==> src/rtl/sogi_pkg.sv <==
// Shared constants for the SOGI quadrature filter.
package sogi_pkg;

    localparam int unsigned WORD_W = 32;

    // configuration register indexes
    localparam logic [0:0] REG_RES_GAIN      = 1'b0;
    localparam logic [0:0] REG_SAMPLE_PERIOD = 1'b1;

    localparam logic [31:0] RES_GAIN_RST      = 32'd16777216;
    localparam logic [31:0] SAMPLE_PERIOD_RST = 32'd429497;

    // sequencer states
    localparam logic [3:0] ST_IDLE = 4'd0;
    localparam logic [3:0] ST_X    = 4'd1;
    localparam logic [3:0] ST_SQ   = 4'd2;
    localparam logic [3:0] ST_C    = 4'd3;
    localparam logic [3:0] ST_E    = 4'd4;
    localparam logic [3:0] ST_CE   = 4'd5;
    localparam logic [3:0] ST_TF   = 4'd6;
    localparam logic [3:0] ST_CY   = 4'd7;
    localparam logic [3:0] ST_Y    = 4'd8;
    localparam logic [3:0] ST_CYN  = 4'd9;
    localparam logic [3:0] ST_DIV  = 4'd10;
    localparam logic [3:0] ST_FIN  = 4'd11;

endpackage

==> src/rtl/sogi_mul_serial.sv <==
// Shift-and-add multiplier, one multiplier bit per cycle, signed operands.
module sogi_mul_serial
    import sogi_pkg::*;
(
    input  logic               clk,
    input  logic               rst_n,
    input  logic               start,
    input  logic signed [33:0] op_a,
    input  logic signed [33:0] op_b,
    output logic               done,
    output logic signed [67:0] prod
);
    logic signed [67:0] acc_reg, acc_next;
    logic signed [67:0] mcand_reg, mcand_next;
    logic [33:0]        mplier_reg, mplier_next;
    logic [5:0]         cnt_reg, cnt_next;
    logic               busy_reg, busy_next;

    always_comb
    begin
        acc_next    = acc_reg;
        mcand_next  = mcand_reg;
        mplier_next = mplier_reg;
        cnt_next    = cnt_reg;
        busy_next   = busy_reg;
        done        = 1'b0;
        if (start)
        begin
            acc_next    = '0;
            mcand_next  = 68'(op_a);
            mplier_next = op_b;
            cnt_next    = '0;
            busy_next   = 1'b1;
        end
        else if (busy_reg)
        begin
            // top bit of a two's complement multiplier carries negative weight
            if (mplier_reg[0])
            begin
                if (cnt_reg == 6'd33)
                    acc_next = acc_reg - mcand_reg;
                else
                    acc_next = acc_reg + mcand_reg;
            end
            mcand_next  = mcand_reg <<< 1;
            mplier_next = mplier_reg >> 1;
            cnt_next    = cnt_reg + 6'd1;
            if (cnt_reg == 6'd33)
            begin
                busy_next = 1'b0;
                done      = 1'b1;
            end
        end
    end

    assign prod = acc_next;

    always_ff @(posedge clk or negedge rst_n)
    begin
        if (!rst_n)
        begin
            busy_reg <= 1'b0;
            cnt_reg  <= '0;
        end
        else
        begin
            busy_reg <= busy_next;
            cnt_reg  <= cnt_next;
        end
    end

    always_ff @(posedge clk)
    begin
        acc_reg    <= acc_next;
        mcand_reg  <= mcand_next;
        mplier_reg <= mplier_next;
    end

endmodule

==> src/rtl/sogi_quadrature_filter_top.sv <==
// Top level of the SOGI quadrature filter: sequencer, state and divider.
//
// Fixed-point second-order generalised integrator. Each input beat carries
// one grid sample (signed Q8.24) and the angular frequency w0 (unsigned
// Q16.16); one output beat returns alpha and beta (signed Q8.24, saturated).
// One item is worked on at a time. Seven products go through one shared
// bit-serial multiplier (each a load step, then 34 bit steps). Alpha is
// registered when the last resonator product completes. Beta then goes
// through a restoring divider (a load step, then one quotient bit a cycle,
// 64 bits in all). The result is then handed to the output register, which
// offers the result beat. s_axis_tready is held low while the sequencer is
// busy and while a result still waits, so the next item is taken only once
// the result beat has left. Configuration is written through
// cfg_valid/cfg_ready, index 0 = Kr (Q8.24), index 1 = Ts (Q0.32); other
// indexes are ignored.
module sogi_quadrature_filter_top
    import sogi_pkg::*;
#(
    parameter int DATA_WIDTH = 32
)
(
    input  logic        clk,
    input  logic        rst_n,
    input  logic        s_axis_tvalid,
    output logic        s_axis_tready,
    input  logic [63:0] s_axis_tdata,   // [31:0] sample_in, [63:32] ang_freq
    output logic        m_axis_tvalid,
    input  logic        m_axis_tready,
    output logic [63:0] m_axis_tdata,   // [31:0] alpha_out, [63:32] beta_out
    input  logic        cfg_valid,
    output logic        cfg_ready,
    input  logic [0:0]  cfg_index,
    input  logic [31:0] cfg_data
);
    // saturation range; widths above 32 behave as 32
    localparam int SB = (DATA_WIDTH > 32) ? 32 : DATA_WIDTH;
    localparam logic signed [67:0] DW_MAX = (68'sd1 <<< (SB - 1)) - 68'sd1;
    localparam logic signed [67:0] DW_MIN = -DW_MAX - 68'sd1;

    function automatic logic signed [31:0] sat(input logic signed [67:0] v);
        if (v > DW_MAX) return 32'(DW_MAX);
        if (v < DW_MIN) return 32'(DW_MIN);
        return 32'(v);
    endfunction

    function automatic logic signed [31:0] sat_c(input logic signed [67:0] v);
        if (v > 68'sh7FFF_FFFF) return 32'sh7FFF_FFFF;
        if (v < -68'sh8000_0000) return 32'sh8000_0000;
        return 32'(v);
    endfunction

    logic [31:0] kr_reg, ts_reg;
    logic signed [31:0] pe_reg, py_reg, py2_reg;
    logic signed [31:0] u_reg;
    logic [31:0] w0_reg;
    logic [31:0] x_reg;
    logic signed [31:0] c_reg, e_reg, y_reg;
    logic signed [67:0] t_reg;     // running sum / numerator
    logic [3:0]  st_reg;
    logic        go_reg;
    logic        ov_reg;
    logic [31:0] ao_reg, bo_reg;

    // divider
    logic [63:0] dq_reg;           // magnitude of numerator -> quotient
    logic [31:0] dr_reg;           // partial remainder (< x)
    logic [6:0]  dc_reg;
    logic        dneg_reg;

    // multiplier
    logic               m_start;
    logic signed [33:0] m_a, m_b;
    logic               m_done;
    logic signed [67:0] m_p;

    sogi_mul_serial u_mul (
        .clk(clk), .rst_n(rst_n), .start(m_start), .op_a(m_a), .op_b(m_b),
        .done(m_done), .prod(m_p)
    );

    assign cfg_ready     = 1'b1;
    assign s_axis_tready = (st_reg == ST_IDLE) && !ov_reg;
    assign m_axis_tvalid = ov_reg;
    assign m_axis_tdata  = {bo_reg, ao_reg};

    logic in_acc;
    assign in_acc = s_axis_tvalid && s_axis_tready;

    // operand selection for each multiplier pass
    logic signed [31:0] d_val;
    assign d_val = sat(68'(u_reg) - 68'(py_reg));

    always_comb
    begin
        m_a = '0;
        m_b = '0;
        case (st_reg)
            ST_X:   begin m_a = 34'({1'b0, w0_reg}); m_b = 34'({1'b0, ts_reg}); end
            ST_SQ:  begin m_a = 34'({1'b0, x_reg});  m_b = 34'({1'b0, x_reg});  end
            ST_E:   begin m_a = 34'(d_val);          m_b = 34'({1'b0, kr_reg}); end
            ST_CE:  begin m_a = 34'(c_reg);          m_b = 34'(pe_reg);        end
            ST_TF:
            begin
                m_a = 34'($signed(t_reg[31:0]));
                m_b = 34'({1'b0, ts_reg});
            end
            ST_CY:  begin m_a = 34'(c_reg);          m_b = 34'(py_reg);        end
            ST_CYN: begin m_a = 34'(c_reg);          m_b = 34'(y_reg);         end
            default: begin m_a = '0; m_b = '0; end
        endcase
    end

    assign m_start = go_reg;

    logic [64:0] half_sq;
    assign half_sq = 65'(m_p) >> 1;
    logic signed [67:0] c_full;
    assign c_full = ((68'sd1 <<< 48) - $signed(68'(half_sq))) >>> 24;

    logic [32:0] dtrial;
    assign dtrial = {dr_reg, dq_reg[63]} - {1'b0, x_reg};

    always_ff @(posedge clk or negedge rst_n)
    begin
        if (!rst_n)
        begin
            st_reg  <= ST_IDLE;
            go_reg  <= 1'b0;
            ov_reg  <= 1'b0;
            kr_reg  <= RES_GAIN_RST;
            ts_reg  <= SAMPLE_PERIOD_RST;
            pe_reg  <= '0;
            py_reg  <= '0;
            py2_reg <= '0;
            dc_reg  <= '0;
        end
        else
        begin
            go_reg <= 1'b0;
            if (cfg_valid)
            begin
                if (cfg_index == REG_RES_GAIN)      kr_reg <= cfg_data;
                if (cfg_index == REG_SAMPLE_PERIOD) ts_reg <= cfg_data;
            end
            if (ov_reg && m_axis_tready)
                ov_reg <= 1'b0;
            case (st_reg)
                ST_IDLE:
                begin
                    if (in_acc)
                    begin
                        st_reg <= ST_X;
                        go_reg <= 1'b1;
                    end
                end
                ST_X:
                    if (m_done)
                    begin
                        x_reg  <= (m_p[67:56] != '0) ? 32'hFFFF_FFFF : m_p[55:24];
                        st_reg <= ST_SQ;
                        go_reg <= 1'b1;
                    end
                ST_SQ:
                    if (m_done)
                    begin
                        c_reg  <= sat_c(c_full);
                        st_reg <= ST_E;
                        go_reg <= 1'b1;
                    end
                ST_E:
                    if (m_done)
                    begin
                        e_reg  <= sat(m_p >>> 24);
                        st_reg <= ST_CE;
                        go_reg <= 1'b1;
                    end
                ST_CE:
                    if (m_done)
                    begin
                        t_reg  <= 68'(sat(68'(e_reg) - (m_p >>> 24)));
                        st_reg <= ST_TF;
                        go_reg <= 1'b1;
                    end
                ST_TF:
                    if (m_done)
                    begin
                        t_reg  <= (m_p >>> 32) - 68'(py2_reg);
                        st_reg <= ST_CY;
                        go_reg <= 1'b1;
                    end
                ST_CY:
                    if (m_done)
                    begin
                        y_reg  <= sat(t_reg + (m_p >>> 23));
                        st_reg <= ST_Y;
                    end
                ST_Y:
                begin
                    st_reg <= ST_CYN;
                    go_reg <= 1'b1;
                end
                ST_CYN:
                    if (m_done)
                    begin
                        t_reg <= (68'(py_reg) <<< 24) - m_p;
                        st_reg <= ST_DIV;
                        dc_reg <= '0;
                    end
                ST_DIV:
                begin
                    if (dc_reg == 7'd0)
                    begin
                        // load magnitude of numerator (fits in 64 bits)
                        dneg_reg <= t_reg[67];
                        dq_reg   <= t_reg[67] ? 64'(-t_reg) : 64'(t_reg);
                        dr_reg   <= '0;
                        dc_reg   <= 7'd1;
                    end
                    else
                    begin
                        if (!dtrial[32])
                            dr_reg <= dtrial[31:0];
                        else
                            dr_reg <= {dr_reg[30:0], dq_reg[63]};
                        dq_reg <= {dq_reg[62:0], !dtrial[32]};
                        dc_reg <= dc_reg + 7'd1;
                        if (dc_reg == 7'd64)
                            st_reg <= ST_FIN;
                    end
                end
                ST_FIN:
                begin
                    if (!ov_reg || m_axis_tready)
                    begin
                        ao_reg  <= y_reg;
                        bo_reg  <= (x_reg == '0) ? 32'd0 :
                            sat(dneg_reg ? -68'(dq_reg) : 68'(dq_reg));
                        ov_reg  <= 1'b1;
                        pe_reg  <= e_reg;
                        py2_reg <= py_reg;
                        py_reg  <= y_reg;
                        st_reg  <= ST_IDLE;
                    end
                end
                default: st_reg <= ST_IDLE;
            endcase
        end
    end

    // input payload captured on acceptance
    always_ff @(posedge clk)
    begin
        if (in_acc)
        begin
            u_reg  <= $signed(s_axis_tdata[31:0]);
            w0_reg <= s_axis_tdata[63:32];
        end
    end

    // assertions
    a_no_accept_busy: assert property (@(posedge clk) disable iff (!rst_n)
        (st_reg != ST_IDLE) |-> !s_axis_tready)
        else $error("input taken while busy");
    a_fin_to_idle: assert property (@(posedge clk) disable iff (!rst_n)
        (st_reg == ST_FIN && !ov_reg) |=> (st_reg == ST_IDLE && ov_reg))
        else $error("result not delivered");
    a_start_follows: assert property (@(posedge clk) disable iff (!rst_n)
        in_acc |=> (st_reg == ST_X && go_reg))
        else $error("multiplier not started");

endmodule

==> config.mk <==
export PLATFORM = sky130hd
export DESIGN_NAME = sogi_quadrature_filter_top
export DESIGN_NICKNAME = d
export VERILOG_FILES = /design/src/rtl/sogi_pkg.sv /design/src/rtl/sogi_mul_serial.sv /design/src/rtl/sogi_quadrature_filter_top.sv
export SDC_FILE = /design/constraint.sdc
export NUM_CORES = 2
export LEC_CHECK = 0
export BUFFER_PORTS_ARGS = -buffer_cell sky130_fd_sc_hd__buf_2
export CAP_MARGIN = 15
export CORE_ASPECT_RATIO = 1.1
export CORE_MARGIN = 2
export CORE_UTILIZATION = 45
export CTS_CLUSTER_SIZE = 8
export DETAILED_ROUTE_END_ITERATION = 10
export PLACE_DENSITY = 0.68
export SYNTH_ARGS = -nofsm -noshare
export SYNTH_HDL_FRONTEND = slang
export SYNTH_SLANG_ARGS = --single-unit
==> constraint.sdc <==
create_clock -name clk -period 13.7 [get_ports clk]
set_input_delay 2.74 -clock clk [delete_from_list [all_inputs] [get_ports clk]]
set_output_delay 2.74 -clock clk [all_outputs]
set_load 0.01 [all_outputs]
==> run_results.csv <==
group,metric,value,unit
outcome,status,"finished, violations left",
outcome,violations,"DRC",
clocking,clk_path_buf_depth,3,
worst_setup_path,path_class,"register to register",
global_route,grt_pass1_vias,44900,
floorplan,core-area,119000,µm²
clocking,cts_resized,0,
drt,drcViolationCount,2,
logic_synthesis,synth.most_common_cell,"nand2_1",
global_route,grt.total_usage,0.320,
logic_synthesis,ys_ff_latch,771,
place,port_buffers,167,
drt,antenna_left,0,
worst_setup_path,critPathRequiredTime,14.16,ns
logic_synthesis,synth_top_cell_by_area,"edfxtp_1",
timing,fin_crit,11.38,ns
clocking,clock_sinks,771,
timing,max_slew_margin,0.199,
logic_synthesis,syn_nets,6281,
final_layout,n_fill_cell,11200,
drt,via_count,48100,
logic_synthesis,syn-instance-count,5844,
global_route,met2_usage,0.468,
place,gp_congestion,1.03,
floorplan,die_area,123000,µm²
final_layout,finalNetCount,6373,
logic_synthesis,synth_area_per_cell,9.27,µm²
logic_synthesis,synth_area_leaders,"edfxtp_1 (29%), dfrtp_1 (7.8%), ha_1 (7.6%)",
worst_setup_path,arrival,11.83,ns
hold_path,hp-start,"kr_reg[19]",
timing,finalCritPeriodShare,0.831,
clocking,post_cts_buffers,0,
global_route,grt-ovfl-total,0,
logic_synthesis,synth_enable_flop_cells,523,
timing,setup_viol_count_final,0,
worst_setup_path,path_delay_family,"simple AND/OR/NAND/NOR gates",
logic_synthesis,yosysWarningCount,0,
logic_synthesis,synth_area,54100,µm²
timing,finalHoldViolCount,0,
drt,avgViaCountPerCell,6.34,
logic_synthesis,synth_ff_type,"edfxtp_1",
power_and_ir_drop,powerDensity,86.5,nW/µm²
floorplan,die-width,335,µm
drt,detail_route.wl_per_cell,26.6,µm
drt,drt-total-wl,202,mm
timing,fmax,87.9,MHz
global_route,met3_usage,0.0627,
logic_synthesis,yosysTopAreaCellShare,0.290,
global_route,grt_busiest_layer,"met2",
worst_setup_path,r2r_slack,2.32,ns
timing,tightest_slew,1.20,ns
worst_setup_path,start_kind,"register",
worst_setup_path,reg2reg_from,"u_mul.mcand_reg[3]",
power_and_ir_drop,peakVddDrop,124,µV
floorplan,ioPinCount,169,
final_layout,drive_above_1_share,0.106,
drt,dr.first_iter.drc_count,6042,
worst_setup_path,critPathMaxFanout,31,
clocking,cts_htree_levels,3,
logic_synthesis,async_flop_share,0.233,
power_and_ir_drop,leakagePower,0.0259,µW
logic_synthesis,ys_seq_area_frac,0.399,
clocking,cts-root-buf,"clkbuf_16",
timing,finalSetupTns,0,ns
clocking,clkTransAtPathRegs,0.05,ns
floorplan,die_h,368,µm
clocking,cts_tree,"done",
global_route,met1_usage,0.457,
worst_setup_path,cp_num_buf_inv,3,
flow_run,max_cap_viol_count,0,
place,hpwl,157,mm
timing,finClkSkew,0.0454,ns
timing,maxSlewViolCount,0,
clocking,cts_buffers,107,
worst_setup_path,reg2regPathDepth,40,
hold_path,worstHoldEndpoint,"kr_reg[19]",
logic_synthesis,synthTopCellsByCount,"nand2_1 (597), edfxtp_1 (523), o21ai_0 (483), nor2_1 (403), a21oi_1 (380)",
worst_setup_path,cpMaxStageDelayCell,"a311oi_1",
worst_setup_path,end_kind,"register",
worst_setup_path,cpMostUsedCell,"o21ai_0",
timing,rsz0062_at_grt,"false",
final_layout,area_delta_synth_final,10.7,%
floorplan,start_util,0.453,
global_route,antenna_found_initial,8,
clocking,ctsHoldBuffers,0,
clocking,clk_latency,0.75,ns
worst_setup_path,reg2reg_to,"y_reg[1]",
logic_synthesis,synthDistinctLibCells,116,
worst_setup_path,cp_slowest_stage_delay,0.52,ns
hold_path,hp-class,"register to register",
hold_path,whs_path_depth,1,
drt,dr.pass1.iters,11,
floorplan,std_cell_rows,133,
global_route,grt_pass1_wl,296,mm
final_layout,fin_util,0.502,
global_route,grt_max_degree,104,
## routing by layer
layer / share of wire / wire length (µm)
met3: 0.11 / 21700
met1: 0.42 / 85200
met4: 0.048 / 9720
met2: 0.42 / 84900
met5: 0.000060 / 12
## where the power goes
group,internal [µW],switching [µW]
combinational,34.3,29.4
clock,1510,1100
sequential,2500,16.5
total,4050,1140
## worst max path at each step
stage	start	endpoint	slack, ns	depth (start not counted)
after detailed placement	u_mul.mcand_reg[3]	y_reg[1]	2.53	40
after CTS	u_mul.mcand_reg[3]	y_reg[1]	2.45	40
final	u_mul.mcand_reg[3]	y_reg[1]	2.32	40
after global placement	u_mul.mcand_reg[3]	y_reg[1]	2.68	40
after global routing	u_mul.mcand_reg[3]	y_reg[1]	1.55	40
after floorplan	u_mul.mcand_reg[3]	y_reg[10]	4.33	40
## logic make-up (layout without fill, tap and decap cells)
group                    count (synthesis)  after routing  share of synthesized area
AO/OA/AOI/OAI                         1817           1817                      0.222
other                                    1              4                  0.0000693
buffers and inverters                  583            770                     0.0426
adder cells (fa/ha/maj)                335            335                     0.0782
multiplexers                           130            130                     0.0267
AND/OR/NAND/NOR                       1767           1767                      0.160
flip-flops                             771            771                      0.399
XOR/XNOR                               440            440                     0.0712
## area by class of cell
cell class | count | area (µm²) | area share
clock buffer | 198 | 3090 | 0.0516
timing repair buffer | 269 | 1620 | 0.0271
multi-input combinational | 4490 | 30400 | 0.508
antenna | 3 | 7.51 | 0.000125
clock inverter | 6 | 149 | 0.00248
sequential | 771 | 21600 | 0.360
tap | 1552 | 1940 | 0.0324
inverter | 297 | 1110 | 0.0186
## through the flow
| stage | hold slack [ns] | area (µm²) | instances | power [µW] | worst slack [ns] |
|---|---|---|---|---|---|
| 4_1_cts | 0.507 | 59900 | 7582 | 5220 | 2.45 |
| 3_3_place_gp | 0.485 | 56700 | 7378 | 2620 | 2.68 |
| 2_1_floorplan | 0.424 | 54100 | 5844 | 2590 | 4.33 |
| 5_1_grt | 0.521 | 59900 | 7583 | 5320 | 1.55 |
| 3_5_place_dp | 0.493 | 56700 | 7378 | 2630 | 2.53 |
| 6_report | 0.503 | 59900 | 7586 | 5190 | 2.32 |
## placed cells by master, fill, tap and decap left out, drive strengths merged, types with 68 or more instances in the layout
| cell type | Yosys | routed |
|---|---|---|
| nor2 | 411 | 411 |
| o21a | 76 | 76 |
| a222oi | 101 | 101 |
| nand2 | 599 | 599 |
| nand3 | 113 | 113 |
| dfxtp | 68 | 68 |
| inv | 296 | 298 |
| xnor2 | 224 | 224 |
| edfxtp | 523 | 523 |
| buf | 59 | 268 |
| ha | 329 | 329 |
| a21oi | 381 | 381 |
| clkbuf | 225 | 199 |
| o21ai | 498 | 498 |
| nor3 | 120 | 120 |
| a31oi | 73 | 73 |
| mux2 | 115 | 115 |
| a21o | 209 | 209 |
| xor2 | 216 | 216 |
| o31ai | 72 | 72 |
| dfrtp | 168 | 168 |
No activity file was read; power rests on OpenSTA's default activity.
